==> config.mk <==
export PLATFORM = sky130hd
export DESIGN_NAME = wss_divider
export DESIGN_NICKNAME = d
export VERILOG_FILES = /design/src/hdl/wss_pkg.sv /design/src/hdl/wss_divider.sv
export SDC_FILE = /design/constraint.sdc
export NUM_CORES = 1
export LEC_CHECK = 0
export ABC_CLOCK_PERIOD_IN_PS = 6500
export CORE_MARGIN = 2
export CORE_UTILIZATION = 58
export CTS_CLUSTER_SIZE = 16
export DETAILED_ROUTE_END_ITERATION = 8
export DONT_BUFFER_PORTS = 1
export GPL_TIMING_DRIVEN = 0
export PLACE_DENSITY_LB_ADDON = 0.05
export SLEW_MARGIN = 25
export SYNTH_ARGS = -nofsm -noshare
export SYNTH_HDL_FRONTEND = slang
export SYNTH_SLANG_ARGS = --single-unit
==> constraint.sdc <==
create_clock -name i_clk -period 6.5 [get_ports i_clk]
set_input_delay 0.975 -clock i_clk [delete_from_list [all_inputs] [get_ports i_clk]]
set_output_delay 0.975 -clock i_clk [all_outputs]
set_load 0.005 [all_outputs]
==> src/hdl/wss_pkg.sv <==
// ----------------------------------------------------------------------------
// Winding-stairs sensitivity package
// Shared types and fixed constants for the sensitivity estimator.
// ----------------------------------------------------------------------------
package wss_pkg;

    localparam int unsigned SAMPLE_W = 32;
    localparam int unsigned RATIO_W  = 32;
    localparam int unsigned ACC_W    = 64;
    localparam int unsigned CNT_W    = 10;
    localparam int unsigned FRAC_BITS = 28;

    localparam logic [1:0] ST_OK       = 2'd0;
    localparam logic [1:0] ST_FAILED   = 2'd1;
    localparam logic [1:0] ST_ZERO_VAR = 2'd2;

    localparam logic [1:0] CFG_NUM_FACTORS = 2'd0;
    localparam logic [1:0] CFG_REPEATS     = 2'd1;
    localparam logic [1:0] CFG_MIN_VALID   = 2'd2;

    typedef struct packed {
        logic signed [SAMPLE_W-1:0] sample_value;
        logic                       sample_ok;
    } t_in_word;

    typedef struct packed {
        logic [3:0]                 factor_number;
        logic signed [RATIO_W-1:0]  first_order;
        logic signed [RATIO_W-1:0]  total_effect;
        logic [1:0]                 status;
        logic                       last;
    } t_out_word;

    // Saturating unsigned add.
    function automatic logic [ACC_W-1:0] sat_add(input logic [ACC_W-1:0] a,
                                                 input logic [ACC_W-1:0] b);
        logic [ACC_W:0] s;
        s = {1'b0, a} + {1'b0, b};
        return s[ACC_W] ? {ACC_W{1'b1}} : s[ACC_W-1:0];
    endfunction

endpackage

==> src/hdl/wss_divider.sv <==
// ----------------------------------------------------------------------------
// Sequential divider
// Restoring unsigned division, one quotient bit per cycle.
// ----------------------------------------------------------------------------
module wss_divider (
    input  logic                      i_clk,
    input  logic                      i_rst_n,
    input  logic                      i_start,
    input  logic [wss_pkg::ACC_W-1:0] i_num,
    input  logic [wss_pkg::ACC_W-1:0] i_den,
    output logic                      o_done,
    output logic [wss_pkg::ACC_W-1:0] o_quot,
    output logic [wss_pkg::ACC_W-1:0] o_rem
);
    localparam int unsigned W = wss_pkg::ACC_W;

    logic [W-1:0]         r_num, r_den, r_quot;
    logic [W:0]           r_rem;
    logic [6:0]           r_cnt;
    logic                 r_busy, r_done;
    logic [W:0]           n_shift;
    logic                 n_ge;

    assign n_shift = {r_rem[W-1:0], r_num[W-1]};
    assign n_ge    = n_shift >= {1'b0, r_den};

    always_ff @(posedge i_clk) begin
        if (!i_rst_n) begin
            r_busy <= 1'b0;
            r_done <= 1'b0;
            r_cnt  <= '0;
        end else begin
            r_done <= 1'b0;
            if (i_start) begin
                r_busy <= 1'b1;
                r_cnt  <= 7'(W);
                r_num  <= i_num;
                r_den  <= i_den;
                r_rem  <= '0;
                r_quot <= '0;
            end else if (r_busy) begin
                r_num  <= {r_num[W-2:0], 1'b0};
                r_rem  <= n_ge ? n_shift - {1'b0, r_den} : n_shift;
                r_quot <= {r_quot[W-2:0], n_ge};
                r_cnt  <= r_cnt - 7'd1;
                if (r_cnt == 7'd1) begin
                    r_busy <= 1'b0;
                    r_done <= 1'b1;
                end
            end
        end
    end

    assign o_done = r_done;
    assign o_quot = r_quot;
    assign o_rem  = r_rem[W-1:0];
endmodule

==> impl_metrics.csv <==
group,metric,value,unit
status,status,"complete, no violations",
cells_and_area,num-nets-final,1481,
route,drt_wl_total,31900,um
pwr,internal_power,0.00332,W
clock_tree,root_buffer,"clkbuf_16",
floorplanning,die_x,160,um
sta,fmax,244,MHz
grt,grt_remaining_overflow,0,
pwr,power.total,0.00466,W
logic_synthesis,yosysSeqAreaShare,0.557,
sta,slew_viol_final,0,
route,wl_per_cell,19.5,um
clock_tree,clk_path_buf_depth,3,
pwr,pwr-share-comb,0.217,
worst_setup_path,cp-startpoint,"r_den[0]",
sta,finalSetupViolations,0,
route,drc,0,
sta,whs,0.475,ns
clock_tree,cts_buffers,28,
route,first_pass_iters,8,
floorplanning,die_area,0.0256,mm2
cells_and_area,drive_gt1_frac,0.104,
placement,place.gp.congestion,0.893,
worst_setup_path,r2r_setup_slack,2.40,ns
clock_tree,clk_transition_reported_paths,0.06,ns
pwr,clkPwrFrac,0.323,
pwr,power.leakage,6.01,nW
logic_synthesis,synth_mux_area_frac,0.0580,
grt,grt_pass1_vias,9238,
worst_setup_path,ff2ff_path_depth,13,
worst_setup_path,cp-end-kind,"flip-flop",
logic_synthesis,syn_nets,1446,
placement,dp_hpwl,23500,um
route,detail-route-antenna-nets,0,
worst_setup_path,crit_fanout,4,
worst_setup_path,worstReg2RegEnd,"r_rem[36]",
logic_synthesis,synth-async-reset-ratio,0,
worst_setup_path,crit_arrival,4.38,ns
logic_synthesis,synth-simple-area-share,0.118,
grt,busiest_layer,"met2",
floorplanning,io_pins,260,
worst_setup_path,path_common_cell,"a21boi_1",
cells_and_area,mostFrequentLayoutCell,"edfxtp_1",
worst_setup_path,path_class,"flip-flop to flip-flop",
worst_setup_path,crit_end,"r_rem[36]",
sta,slew-limit-headroom,0.493,
sta,fin_crit_sh,0.631,
grt,gr-usage-all-layers,0.243,
worst_setup_path,critPathSlowestCell,"a311oi_1",
grt,grt_use_met3,0.0831,
grt,grt_first_pass_wirelength,49600,um
placement,port_buffers,0,
clock_tree,clock-sinks,265,
cells_and_area,area_growth,9.98,%
logic_synthesis,ys.flop_type,"edfxtp_1",
hold_path,hp-class,"flip-flop to flip-flop",
logic_synthesis,postSynthCellCount,1248,
cells_and_area,fillers,2021,
worst_setup_path,max_stage_delay,0.66,ns
logic_synthesis,synth_fa_ha_area_frac,0.0599,
placement,post_dp_cell_area,0.0147,mm2
cells_and_area,fin_area,0.0155,mm2
sta,rsz0062_at_grt,"false",
logic_synthesis,synth_edf_count,256,
worst_setup_path,reg2reg_from,"r_den[0]",
sta,clock_skew,0.0193,ns
worst_setup_path,cp.required,6.78,ns
hold_path,whs_path_depth,1,
sta,hold_viol_final,0,
sta,worst_pin_slew,0.754,ns
clock_tree,cts_tree,"done",
logic_synthesis,synth_compound_area_frac,0.127,
logic_synthesis,ys_ff_latch,265,
route,vias_per_cell,5.77,
grt,globalRouteMet2Util,0.377,
floorplanning,initial_core_util,0.586,
clock_tree,cts_resized,0,
clock_tree,clock_latency,0.55,ns
pwr,p_seq_frac,0.460,
route,routed-via-count,9431,
logic_synthesis,synthXorXnorAreaFrac,0.0409,
clock_tree,holdBufCountCts,0,
pwr,swShare,0.288,
floorplanning,die_h,160,um
logic_synthesis,syn-cell-area,0.0141,mm2
pwr,ir_drop,0.000259,V
floorplanning,core,0.0241,mm2
worst_setup_path,worstPathCellList,"ha_1 -> fa_1 -> nand2b_1 -> a211oi_1 -> o211ai_1 -> a311oi_1 -> a21boi_1 -> o21ai_1 -> a21boi_1 -> o21ai_0 -> xnor2_1 -> mux2i_1 -> nor2_1",
cells_and_area,most-common-layout-cells,"edfxtp_1 (256), nor2_1 (152), a21oi_1 (124), inv_1 (86), nor2b_1 (67)",
logic_synthesis,avgSynthCellArea,11.3,um2
logic_synthesis,yosys_warnings,0,
clock_tree,cts_max_level,1,
pwr,power_density,300,mW/mm2
floorplanning,rows,57,
logic_synthesis,synth_top_family_by_area,"compound AO/OA/AOI/OAI gates",
route,drt_iter0_drc,828,
sta,fin_crit,4.10,ns
job,max_cap_violations,0,
worst_setup_path,critPathLaunchType,"flip-flop",
grt,antenna_found_initial,8,
grt,use_met1,0.330,
clock_tree,postCtsSetupRepairBufs,0,
pwr,switchingPower,0.00135,W
logic_synthesis,synthDistinctLibCells,66,
sta,setup_tns,0,ns
grt,grt_max_degree,52,
[stage by stage]
stage | util | setup WS (ns) | instances
4_1_cts | 0.644 | 2.49 | 1628
2_1_floorplan | - | 2.00 | 1248
5_1_grt | 0.644 | 2.19 | 1631
3_5_place_dp | 0.608 | 2.54 | 1577
6_report | 0.645 | 2.40 | 1634
3_3_place_gp | 0.603 | 0.618 | 1572
[synth_stat cells, types with 8 or more instances]
master,n,area [um2]
edfxtp_1,256,7690
nor2_1,152,571
a21oi_1,124,621
inv_1,86,323
nor2b_1,67,419
ha_1,66,826
nand2_1,64,240
mux2_2,63,709
a21o_1,39,293
o21ai_0,39,195
clkbuf_1,36,135
xor2_1,34,298
xnor2_1,32,280
nand4_1,22,138
mux2i_1,11,110
nor3_1,11,55.1
a211oi_1,10,75.1
o21a_1,10,75.1
buf_2,9,45.0
dfxtp_1,9,180
o21bai_1,9,67.6
a31oi_1,8,50.1
[cells by family after synthesis]
logic type | after synthesis
xor gates and xnor gates | 66
DFF | 265
muxes | 74
buffers and inverters | 138
adders and majority gates | 67
AOI/OAI and AO/OA | 287
and+or+nand+nor | 351
[routing by layer]
layer	vias to the layer above	wire, um	part of all wire
li1	4590	-	-
met1	4491	14200	0.45
met2	296	14000	0.44
met3	50	2820	0.088
met4	4	793	0.025
met5	-	21	0.00066
[critical path, delay by kind of cell, from the launching register on]
| kind | cells | cell delay [ns] |
|---|---|---|
| compound gates | 7 | 2.29 |
| fa+ha+maj | 2 | 0.64 |
| flops | 1 | 0.43 |
| simple gates | 2 | 0.23 |
| mux | 1 | 0.14 |
| xor+xnor | 1 | 0.10 |
[cell type report]
cell class / instances / area (um2) / area share
timing repair buffer: 5 / 108 / 0.00693
inverter: 87 / 328 / 0.0211
clock inverter: 11 / 96.3 / 0.00620
tap: 324 / 405 / 0.0261
sequential: 265 / 7870 / 0.506
multi-input combinational: 845 / 5720 / 0.368
antenna: 6 / 15.0 / 0.000966
buffer: 51 / 225 / 0.0145
clock buffer: 40 / 776 / 0.0499
[worst min-delay path by stage]
stage	start	endpoint	slack (ns)
final	r_cnt[6]	o_done	0.48
after CTS	r_cnt[6]	o_done	0.47
after detailed placement	r_cnt[6]	o_done	0.47
after global placement	r_cnt[6]	o_done	0.45
after global routing	r_cnt[6]	o_done	0.49
after floorplan	r_cnt[6]	o_done	0.44
[state kept, by name, indices dropped and copies added (netlist names)]
| signal | count |
|---|---|
| r_cnt | 7 |
| r_busy | 1 |
| r_den | 64 |
| r_num | 64 |
| o_quot | 64 |
| o_done | 1 |
| r_rem | 64 |
[power by group through the flow]
| stage | Sequential, W | Combinational, W | Clock (W) |
|---|---|---|---|
| floorplan | 0.00214 | 0.000792 | 0 |
| global placement | 0.00219 | 0.000979 | 0 |
| detailed placement | 0.00218 | 0.000999 | 0 |
| CTS | 0.00214 | 0.00101 | 0.00154 |
| global route | 0.00216 | 0.00114 | 0.00160 |
| finish | 0.00214 | 0.00101 | 0.00151 |
Note: power is estimated with default switching activity, not from simulation.
